==> config.mk <==
export PLATFORM = sky130hd
export DESIGN_NAME = psu_regs
export DESIGN_NICKNAME = d
export VERILOG_FILES = /design/src/sv/psu_pkg.sv /design/src/sv/psu_regs.sv
export SDC_FILE = /design/constraint.sdc
export NUM_CORES = 1
export LEC_CHECK = 0
export BUFFER_PORTS_ARGS = -buffer_cell sky130_fd_sc_hd__buf_2
export CELL_PAD_IN_SITES_DETAIL_PLACEMENT = 0
export CELL_PAD_IN_SITES_GLOBAL_PLACEMENT = 2
export CORE_AREA = 2 2 116 118
export DETAILED_ROUTE_END_ITERATION = 8
export DIE_AREA = 0 0 118 120
export PLACE_DENSITY_LB_ADDON = 0.1
export RECOVER_POWER = 50
export SLEW_MARGIN = 20
export SYNTH_ARGS = -nofsm -noshare
export SYNTH_HDL_FRONTEND = slang
export SYNTH_SLANG_ARGS = --single-unit
==> constraint.sdc <==
create_clock -name clk -period 1.9 [get_ports clk]
set_clock_uncertainty 0.2 [all_clocks]
set_input_delay 0.095 -clock clk [delete_from_list [all_inputs] [get_ports clk]]
set_output_delay 0.095 -clock clk [all_outputs]
set_load 0.03 [all_outputs]
==> src/sv/psu_pkg.sv <==
// Package for the particle swarm update block: item types, codes, fixed constants.
// No dependencies.
`default_nettype none
package psu_pkg;
	localparam logic [1:0] FUNC_MOVE   = 2'd0;
	localparam logic [1:0] FUNC_REPORT = 2'd1;
	localparam logic [1:0] FUNC_LOAD   = 2'd2;
	localparam logic [1:0] FUNC_UNUSED = 2'd3;

	localparam logic [2:0] REG_INERTIA = 3'd0;
	localparam logic [2:0] REG_GPULL   = 3'd1;
	localparam logic [2:0] REG_LPULL   = 3'd2;
	localparam logic [2:0] REG_VSCALE  = 3'd3;
	localparam logic [2:0] REG_WRAP    = 3'd4;
	localparam logic [2:0] REG_NPART   = 3'd5;
	localparam logic [2:0] REG_NDIM    = 3'd6;

	localparam logic signed [31:0] TWO_PI_Q16 = 32'sd411775;

	typedef struct packed {
		logic [1:0]         func;
		logic [5:0]         particle_id;
		logic [3:0]         dim_index;
		logic signed [31:0] value;
		logic signed [31:0] upper;
		logic signed [31:0] fitness;
		logic [15:0]        r_global;
		logic [15:0]        r_local;
		logic [15:0]        rand_pos;
		logic [15:0]        rand_other;
		logic               last;
	} psu_in_t;

	typedef struct packed {
		logic [1:0]         kind;
		logic [5:0]         particle_out;
		logic [3:0]         dim_out;
		logic signed [31:0] position;
		logic signed [31:0] velocity;
		logic               local_improved;
		logic               global_improved;
		logic               last_out;
	} psu_out_t;

	typedef struct packed {
		logic [15:0] inertia_weight;
		logic [15:0] global_pull_weight;
		logic [15:0] local_pull_weight;
		logic [15:0] init_velocity_scale;
		logic        radian_wrap_enable;
		logic [6:0]  particles_in_use;
		logic [4:0]  dims_in_use;
	} psu_cfg_t;

	function automatic logic signed [31:0] sat32(input logic signed [63:0] x);
		if (x > 64'sd2147483647) return 32'sh7fffffff;
		if (x < -64'sd2147483648) return 32'sh80000000;
		return x[31:0];
	endfunction
endpackage
`default_nettype wire

==> src/sv/psu_regs.sv <==
// Configuration register file on an APB-style port.
// Depends on psu_pkg.
`default_nettype none
module psu_regs import psu_pkg::*; (
	input  wire logic        clk,
	input  wire logic        arst_n,
	input  wire logic        psel,
	input  wire logic        penable,
	input  wire logic        pwrite,
	input  wire logic [4:0]  paddr,
	input  wire logic [31:0] pwdata,
	output logic [31:0]      prdata,
	output psu_cfg_t         cfg
);
	psu_cfg_t cfg_q;
	logic [2:0] idx;
	assign idx = paddr[4:2];
	assign cfg = cfg_q;

	always_ff @(posedge clk or negedge arst_n) begin
		if (!arst_n) begin
			cfg_q.inertia_weight      <= 16'd3072;
			cfg_q.global_pull_weight  <= 16'd6144;
			cfg_q.local_pull_weight   <= 16'd6144;
			cfg_q.init_velocity_scale <= 16'd1024;
			cfg_q.radian_wrap_enable  <= 1'b0;
			cfg_q.particles_in_use    <= 7'd64;
			cfg_q.dims_in_use         <= 5'd16;
		end else if (psel && penable && pwrite && paddr[1:0] == 2'd0) begin
			unique case (idx)
				REG_INERTIA: cfg_q.inertia_weight      <= pwdata[15:0];
				REG_GPULL:   cfg_q.global_pull_weight  <= pwdata[15:0];
				REG_LPULL:   cfg_q.local_pull_weight   <= pwdata[15:0];
				REG_VSCALE:  cfg_q.init_velocity_scale <= pwdata[15:0];
				REG_WRAP:    cfg_q.radian_wrap_enable  <= pwdata[0];
				REG_NPART:   cfg_q.particles_in_use    <= pwdata[6:0];
				REG_NDIM:    cfg_q.dims_in_use         <= pwdata[4:0];
				default: ;
			endcase
		end
	end

	always_comb begin
		prdata = '0;
		if (paddr[1:0] == 2'd0) begin
			unique case (idx)
				REG_INERTIA: prdata = {16'd0, cfg_q.inertia_weight};
				REG_GPULL:   prdata = {16'd0, cfg_q.global_pull_weight};
				REG_LPULL:   prdata = {16'd0, cfg_q.local_pull_weight};
				REG_VSCALE:  prdata = {16'd0, cfg_q.init_velocity_scale};
				REG_WRAP:    prdata = {31'd0, cfg_q.radian_wrap_enable};
				REG_NPART:   prdata = {25'd0, cfg_q.particles_in_use};
				REG_NDIM:    prdata = {27'd0, cfg_q.dims_in_use};
				default:     prdata = '0;
			endcase
		end
	end
endmodule
`default_nettype wire

* Yosys cells after proc, flatten, opt, wreduce, memory -nomap -nowiden *
Cells that the tools add are included.

word-level totals
  logic and storage cells = 27
  output and inout bits = 109
  input bits = 42
  bits in registers = 77

cells by class
  reduce and logical (&&, ||, !) cells = 12
  eq/ne operators = 6
  mux-type cells = 2

operators with widths
  operator                                                          count
  16-bit one-hot mux with 7 select lines                            1
  16-bit two-way mux                                                1
  2-bit AND reduction                                               7
  3-bit == test (second input constant)                             3
  3-bit by 2-bit == test with 1-bit output (second input constant)  2
  3-bit by 1-bit == test with 1-bit output (second input constant)  1
  1-bit logical AND                                                 3
  3-bit zero test                                                   1
  2-bit zero test                                                   1

* Longest topological paths before layout *
Gate-level depths: netlist (run 1).

  depth in word-level cells = 4
  depth in mapped cells = 6
  mapped depth without buffers = 3

* Least setup slack after synthesis (run 1) *
OpenSTA, ideal clock, no wires.

  path kind = register to output
  start = reg cfg_q, in the netlist cfg[71]
  end = out prdata[10]
  path buffers = 0
  required time = 1605 ps
  arrival time = 1718 ps
  setup slack = -113 ps
  cell stages (with the launch flop) = 4
  cell sequence = dfstp_2 -> or3b_2 -> a21o_1 -> a21oi_1

on the way
  longest elaborated chain between the ends = 2

RTL lines
  element                                 RTL line        source
  start, declared                         psu_regs.sv:15  psu_cfg_t cfg_q;
  16-bit one-hot mux with 7 select lines  psu_regs.sv:46  unique case (idx)
  16-bit two-way mux                      psu_regs.sv:45  if (paddr[1:0] == 2'd0) begin
  end, declared                           psu_regs.sv:12  output logic [31:0] prdata,

No other way between the ends.

* Worst setup path in the final report (run 1) *
  start = reg cfg_q, in the netlist cfg[72]
  end = out prdata[11]

Same word-level chain as after synthesis.

==> results.md, run 1 <==
* Status: finished, violations left
* Violated checks: negative setup slack
* EDFF count, synth at 0
* Final Cycle Share at 105%
* Max FFs per register at just under 80
* ANT nets after route at 0
* Grt ovf at 0
* Net Sw Frac at between 30 and 40%
* Fmax achieved at 503 MHz
* Starting Density at between 30% and 40%
* Post-synthesis mux area share at 27.0%
* H-Tree Depth at 3
* Critical Path RT at 1600 ps
* Row count at between 40 and 50
* Core box area at between 10000 and 15000 um^2
* Synth warn at 0
* Post-Synthesis Cells at between 200 and 300
* Final Max Tran Viols at 0
* GPL Wtd Cong at slightly above 0.7
* Setup-failing EPs final at 2
* Chip width at between 100 and 150 um
* Synth area leaders: dfrtp_1, mux2_2, dfstp_2
* Vias in the first global route at around 3200
* Unique cell type count in the Yosys netlist at 37
* Worst-path maximum fanout at 2
* First-pass GRT wire length at between 15 and 20 mm
* Total clock sinks at a little under 80
* Post-layout util at 42.7%
* NetSw at roughly 1.4 mW
* R2r worst-path depth at 3
* Hold EP: cfg[12]
* Total Power at approximately 4.5 mW
* Share of cells above drive strength 1 at a little under three fifths
* GR Util All Layers at 17.2%
* Clock power frac at between 30% and 40%
* Chip Height at roughly 120 um
* Hold depth at 3
* ANT cells at 0
* Fin area at between 5000 and 6000 um^2
* Leakage Power at roughly 2.7 nW
* Final nets at just over 500
* Worst setup SP type: flip-flop
* Slew Limit Headroom at between 50% and 60%
* Endpoints failing hold at 0
* Vias per inst at ~4.7
* Post-synthesis adder-cell area fraction at 0%
* Internal power at 3.15 mW
* I/O Pins at 151
* Max Root-Sink Buffers at 2
* WP data arrival at approximately 1700 ps
* CTS tree: built
* Count leader, synth: mux2_2
* FF-to-FF Start: cfg[74]
* Netlist Area Pre-Place at between 3000 and 4000 um^2
* Post-synthesis compound-gate area fraction at under 10%
* CTS root buffer: clkbuf_16
* Cell taking the most area after synthesis: dfrtp_1
* Simple-gate share of the synthesized area at under 10%
* Hpwl dp at between 8 and 9 mm
* Largest net degree at the start of global routing at 37
* Hold slack at 47.0 ps
* Crit path kind: flip-flop to output port
* Nature of the critical path endpoint: output port
* Drt pass-1 iters at 4
* Area after DPL at 4910 um^2
* Most used DFF post-synth: dfrtp_1
* Hold Crit Start: pwrite
* Async S/R FF share, synth at 100%
* Clk Latency, worst-skew pair at between 300 and 400 ps
* Routed len/inst at 18.1 um
* Final setup margin at -86.6 ps
* Yosys reg bits at 77
* Total of max-cap violations at 0
* DRC at 0
* Initial antenna violation count at 0
* WL final at about 12 mm
* Initial DRC count at 89
* Cts bufs inserted at 9
* Syn Area/Cell at ~13 um^2
* Via count at around 3000
* Comb power frac at 21.7%
* Flop2flop setup slack at slightly above 700 ps
* Clock transition at path regs at about 60 ps
* Unrepaired setup endpoints after global routing: true
* Area grow syn2layout at 41.8%
* Yosys top cell area share at between 40% and 50%
* Synth Area in XOR/XNOR at 0%
* Peak VDD IR at around 410 uV
* Minimum clock period at around 2000 ps
* Worst slew pin tran at between 600 and 700 ps
* R2R Path End: cfg[74]
* Worst Hold Class: input port to flip-flop
* I/O Buffers at 118
* Sequential share of power at a little over two fifths
* Synth top cells by count: mux2_2, dfrtp_1, buf_4, a21oi_1
* Total die area at around 14000 um^2
* Largest family of logic cells by synthesized area: multiplexers
* Sequential fraction of the synthesis area at between 40% and 50%
* Power Dens Cells at 813 nW/um^2
kinds of logic (layout without fill, tap and decap cells):
| group | Yosys count | count (layout) |
|---|---|---|
| mux | 89 | 89 |
| buf+inv | 36 | 204 |
| compound gates | 47 | 47 |
| other cells | 1 | 16 |
| flops | 77 | 77 |
| simple gates | 45 | 45 |
repair_timing:
action | in CTS | in global routing
hold buffers | 17 | 0
setup endpoints to repair | 12 | 10
resized for setup | 31 | 9
setup buffers | 11 | 7
endpoints found under the hold margin | 145 | 0
pin swaps | 18 | 9
critical path, stage by stage, from the launching register on:
cell	delay (ps)
dfstp_2	530
or3b_4	360
a21o_1	170
a21oi_2	150
buf_6	150
area by class of cell:
type / instances / area [um^2]
fillers: 1310 / 7430
flip-flops and latches: 77 / 1940
multi-input cells: 197 / 1890
repair buffers: 188 / 1220
clock buffers: 15 / 278
well taps: 176 / 220
clock inverters: 1 / 5.00
how the worst max path moves through the flow:
stage              from    endpoint  slack [ps]  cells after the start
4_1_cts         cfg[72]  prdata[11]        -110                      4
6_report        cfg[72]  prdata[11]         -90                      4
3_5_place_dp   paddr[2]   prdata[1]         120                      6
3_3_place_gp   paddr[2]   prdata[1]         120                      6
2_1_floorplan  paddr[2]   prdata[2]           5                      5
5_1_grt         cfg[72]  prdata[11]        -150                      4
layout by cell type, fill, tap and decap left out, types with 10 or more instances in the layout:
cell,instances
conb_1,16
mux2_2,72
dlygate4sd3_1,17
buf_4,52
dfrtp_1,68
or3b_4,11
mux2_4,10
buf_6,11
a21o_1,11
a21oi_2,11
nand3_1,12
clkbuf_1,45
buf_2,60
power groups by stage:
stage	clock network [mW]	registers (mW)	logic, mW
6_report	1.64	1.89	0.977
3_3_place_gp	0	1.92	0.914
4_1_cts	1.69	1.89	0.992
5_1_grt	1.77	1.91	1.04
3_5_place_dp	0	1.92	0.921
2_1_floorplan	0	2.17	0.346
layer usage:
metal  global-route usage [%]  share of wire (%)  up-vias
li1                         -                  -     1413
met1                     22.2                 45     1536
met2                     28.0                 48       88
met3                     4.52                5.5       12
met4                     6.10                1.5        0
met5                        0                  0        -
stage by stage:
| step | cells | TNS (ps) | worst slack [ps] |
|---|---|---|---|
| after floorplan | 310 | 0 | 5.17 |
| after global placement | 603 | 0 | 124 |
| final | 654 | -160 | -86.6 |
| after CTS | 647 | -208 | -112 |
| after global routing | 654 | -273 | -149 |
| after detailed placement | 603 | 0 | 119 |
Note: power is estimated with default switching activity, not from simulation.
==> inputs of run 2 (changes only) <==
CELL_PAD_IN_SITES_DETAIL_PLACEMENT = unset   (was 0)
CELL_PAD_IN_SITES_GLOBAL_PLACEMENT = unset   (was 2)
CORE_AREA = 2 2 109 111   (was 2 2 116 118)
DIE_AREA = 0 0 111 113   (was 0 0 118 120)
==> run 2 against run 1 <==
Against the previous run:
- the flow still finishes with violations (negative setup slack)
- combinational power decreased by 2%
- global-route usage is 0.86 points higher
- non-clock buffer count down 17
- via count is 0.59% lower
- critical path type unchanged
- power is 4.9% higher
- core utilization rose by 5.8 points
==> results.md, run 2 (synthesized netlist as in run 1, its figures left out) <==
* Hold EP: cfg[12]
* Unrepaired setup endpoints after global routing: true
* Max Root-Sink Buffers at 2
* First-pass GRT wire length at 17.3 mm
* Starting Density at between 30% and 40%
* Final setup margin at -62.3 ps
* Commonest non-fill, non-tap cells in the layout: mux2_2, dfrtp_1, buf_2, clkbuf_1, buf_4
* I/O Pins at between 150 and 200
* I/O Buffers at 118
* Worst-path maximum fanout at 2
* GPL Wtd Cong at ~0.72
* Critical Path Max Stage Delay at about 520 ps
* Critical path's slowest cell: dfstp_2
* Setup crit start: cfg[72]
* Share of cells above drive strength 1 at a little over half
* Final nets at 498
* Crit path kind: flip-flop to output port
* Chip Height at roughly 110 um
* Row count at 39
* Fmax achieved at slightly above 500 MHz
* Post-layout util at 48.5%
* Hold Crit Start: pwrite
* Leakage Power at roughly 2.7 nW
* Grt ovf at 0
* Worst setup SP type: flip-flop
* Most common cell after layout, fill and taps aside: mux2_2
* Power Dens Cells at about 870 nW/um^2
* Fillers at approximately 1100
* Worst Hold Class: input port to flip-flop
* Hpwl dp at ~7.4 mm
* GR Util All Layers at between 10% and 20%
* Peak VDD IR at around 450 uV
* Status: finished, violations left
* WL final at roughly 11 mm
* Setup-failing EPs final at 2
* Total of max-cap violations at 0
* WP data arrival at ~1700 ps
* Max FFs per register at 77
* Clk Latency, worst-skew pair at ~340 ps
* ANT cells at 0
* Hold depth at 3
* Register area at between 1500 and 2000 um^2
* Nature of the critical path endpoint: output port
* Slew Limit Headroom at a little over half
* Vias per inst at roughly 5.0
* Initial antenna violation count at 0
* Flop2flop setup slack at 710 ps
* Cts bufs inserted at 9
* Area of the multi-input gates at 1880 um^2
* Chip width at 111 um
* Critical Path RT at approximately 1600 ps
* FF-to-FF Start: cfg[62]
* DRC at 0
* Routed len/inst at between 15 and 20 um
* R2R Path End: cfg[62]
* R2r worst-path depth at 3
* CTS root buffer: clkbuf_16
* Core box area at 11300 um^2
* Final Max Tran Viols at 0
* Drt pass-1 iters at 4
* Setup TNS at -120 ps
* Area grow syn2layout at 39.8%
* Fin area at around 5500 um^2
* Largest net degree at the start of global routing at 37
* Clock transition at path regs at approximately 60 ps
* ANT nets after route at 0
* Worst slew pin tran at about 680 ps
* CTS tree: built
* Final Cycle Share at 103%
* Endpoints failing hold at 0
* Total Power at approximately 4.7 mW
* Area after DPL at ~4800 um^2
* Initial DRC count at between 150 and 200
* CP Cell Sequence: or3b_4 -> a21o_1 -> a21oi_2 -> buf_6
* Minimum clock period at between 1500 and 2000 ps
* Total die area at 12500 um^2
* Vias in the first global route at between 3000 and 4000
* Violated checks: negative setup slack
* H-Tree Depth at 3
* Via count at 3031
* Total clock sinks at between 70 and 80
-- run 2: critical path, delay by kind of cell, from the launching register on --
kind	cells	cell delay, ps
compound gates	2	310
buf+inv	1	140
flops	1	520
simple gates	1	360
-- run 2: how the worst max path moves through the flow --
stage               slack (ps)          to
floorplan                    5   prdata[2]
global placement            60   prdata[6]
detailed placement          70  prdata[12]
CTS                       -100  prdata[11]
global route              -130  prdata[11]
finish                     -60  prdata[11]
-- run 2: area by class of cell --
type	instances	area share (%)
Clock buffer	13	4.76
Clock inverter	3	1.24
Multi-Input combinational cell	197	34.4
Sequential cell	77	35.5
Tap cell	143	3.27
Timing Repair Buffer	171	20.9
-- run 2: what timing repair did --
action,4_1_cts,5_1_grt
buffers inserted,10,2
pin swaps,16,12
resized for setup,28,9
endpoints found under the setup margin,11,10
endpoints found under the hold margin,146,0
hold buffers,17,0
-- run 2: power breakdown --
group          switching, mW  internal, mW
sequential             0.100          1.79
clock                  0.662          1.22
combinational          0.603         0.355
-- run 2: through the flow --
stage | hold WS (ps) | setup WS [ps] | instances
2_1_floorplan | -401 | 5.17 | 310
3_3_place_gp | -166 | 58.8 | 559
3_5_place_dp | -163 | 73.7 | 559
4_1_cts | 14.8 | -101 | 602
5_1_grt | 51.7 | -129 | 604
6_report | 46.0 | -62.3 | 604
-- run 2: routing by layer --
layer,part of all wire [%],vias to the layer above,routed length [um],track usage [%]
met5,0,-,0,0
met4,1.6,0,178,6.75
met3,5.6,12,622,4.66
met2,47,96,5220,29.2
met1,45,1538,5010,23.6
li1,-,1385,-,-
==> inputs of run 3 (changes only) <==
CTS_BUF_LIST = sky130_fd_sc_hd__clkbuf_16   (was unset)
GPL_TIMING_DRIVEN = 0   (was unset)
==> run 3 against run 2 <==
Against the previous run:
- the run still ends with negative setup slack left
- setup slack got worse by 27 ps
- combinational power increased by 3.1%
- clock power increased by 11%
- critical path depth unchanged
- wire length increased by 9.2%
- first-iteration DRC count decreased by 12%
- sequential share of layout area decreased by 0.49 points
- maximum frequency decreased by 1.3%
- register-to-register slack about the same
- sequential power about the same
- largest cell class unchanged
==> results.md, run 3 (synthesized netlist as in run 1, its figures left out) <==
* Internal power at 3.57 mW
* Area of the multi-input gates at around 1900 um^2
* Status: finished, violations left
* Vias in the first global route at roughly 3200
* Setup WS pre-CTS at -675 ps
* Total clock sinks at 77
* Setup TNS at -145 ps
* CTS root buffer: clkbuf_16
* Net Sw Frac at between 20% and 30%
* Critical Path RT at 1600 ps
* Share of cells above drive strength 1 at ~57%
* Max Root-Sink Buffers at 2
* Commonest non-fill, non-tap cells in the layout: mux2_2, buf_2, dfrtp_1, clkbuf_1, buf_4
* Final Max Tran Viols at 0
* Critical path's slowest cell: dfstp_2
* Comb power frac at between 10% and 20%
* Grt ovf at 0
* Crit path kind: flip-flop to output port
* Final Cycle Share at 105%
* Endpoints failing hold at 0
* NetSw at between 1 and 1.5 mW
* Setup-failing EPs final at 2
* Worst Hold Class: input port to flip-flop
* CTS tree: built
* GPL Wtd Cong at 0.726
* Drt pass-1 iters at 4
* Area grow syn2layout at 41.7%
* Routed len/inst at 19.5 um
* Minimum clock period at 1990 ps
* Sequential share of power at between 30 and 40%
* Core box area at 11300 um^2
* Post-layout util at 49.2%
* Post-route insts no fill at approximately 600
* Vias per inst at 5.01
* Row count at 39
* I/O Buffers at approximately 120
* Starting Density at between 30% and 40%
* Total Power at around 5 mW
* Post-Place Cells at 570
* Cts bufs inserted at 9
* I/O Pins at about 150
* Unrepaired setup endpoints after global routing: true
* Slew Limit Headroom at a little over 40%
* Clk Latency, worst-skew pair at ~340 ps
* Worst setup SP type: flip-flop
* Clock power frac at ~42%
* H-Tree Depth at 3
* Clock transition at path regs at roughly 60 ps
* Worst-path maximum fanout at 2
* Power Dens Cells at between 800 and 900 nW/um^2
* Initial DRC count at ~140
* Critical Path Max Stage Delay at 530 ps
* Fmax achieved at approximately 500 MHz
* Chip Height at between 100 and 150 um
* Total die area at 12500 um^2
* Top delay family on crit path: flip-flops
* Chip width at around 110 um
* Nature of the critical path endpoint: output port
* ANT cells at 0
* Leakage Power at between 2 and 3 nW
* Max FFs per register at between 70 and 80
* First-pass GRT wire length at between 15 and 20 mm
* Initial antenna violation count at 0
* CP Cell Sequence: or3b_4 -> a21o_1 -> a21oi_2 -> buf_6
* WP data arrival at approximately 1700 ps
* WL final at between 10 and 15 mm
* Largest net degree at the start of global routing at 44
* Register area at 1940 um^2
* Fillers at 1052
* Total of max-cap violations at 0
* Hpwl dp at around 8.1 mm
* DRC at 0
* Peak VDD IR at roughly 460 uV
* Final nets at 512
* ANT nets after route at 0
* Final setup margin at -89.0 ps
* Violated checks: negative setup slack
* GR Util All Layers at 19.5%
* CP bufs+invs at 1
* Via count at approximately 3100
* Worst slew pin tran at 895 ps
* Most common cell after layout, fill and taps aside: mux2_2
-- run 3: cell types whose count changed in the layout (fill, tap and decap cells not counted), sizes merged --
cell    previous run  this run
buf              111       123
bufinv             2         4
clkbuf            56        54
clkinv             0         2
-- run 3: stage by stage --
| step | cell area (um^2) | hold slack (ps) |
|---|---|---|
| floorplan | 4010 | -401 |
| finish | 5540 | 19.6 |
| CTS | 5510 | 17.0 |
| global placement | 4770 | 172 |
| global route | 5540 | 37.7 |
| detailed placement | 4800 | -110 |
-- run 3: timing repair --
action	in CTS	in global routing
hold buffers	17	0
setup endpoints to repair	15	14
cloned	0	0
pin swaps	12	18
setup buffers	9	6
resized for setup	41	18
endpoints found under the hold margin	149	0
-- run 3: worst paths after layout --
check	end	start	slack (ps)	depth (start not counted)
max in group asynchronous	cfg[40]	arst_n	340	3
hold / removal	cfg[12]	pwrite	20	3
hold reg to reg	cfg[48]	cfg[48]	330	1
min in group asynchronous	cfg[47]	arst_n	210	2
setup reg to reg	cfg[69]	cfg[69]	720	3
setup / recovery	prdata[11]	cfg[72]	-90	4
-- run 3: power by group through the flow --
stage	clock [mW]	combinational, mW	sequential [mW]
after CTS	2.13	0.998	1.88
final	2.10	0.988	1.89
after global placement	0	0.912	1.91
after global routing	2.19	1.05	1.91
after floorplan	0	0.346	2.17
after detailed placement	0	0.926	1.92
-- run 3: tightest hold or removal path, cell delays in order --
cell	delay [ps]
buf_2	170
nand4_1	110
mux2_2	150
-- run 3: layout make-up --
class / count / area share [%]
clock buffer: 9 / 4.06
sequential: 77 / 35.0
clock inverter: 7 / 2.48
multi-input combinational: 197 / 34.5
buffer: 36 / 4.56
tap: 143 / 3.23
timing repair buffer: 149 / 16.2
-- run 3: layer usage --
layer / GRT usage (%) / vias to the layer above / part of all wire [%]
met5: 0 / - / 0
li1: - / 1422 / -
met3: 4.98 / 12 / 6.6
met1: 25.6 / 1558 / 45
met4: 6.00 / 0 / 1.2
met2: 31.8 / 103 / 47
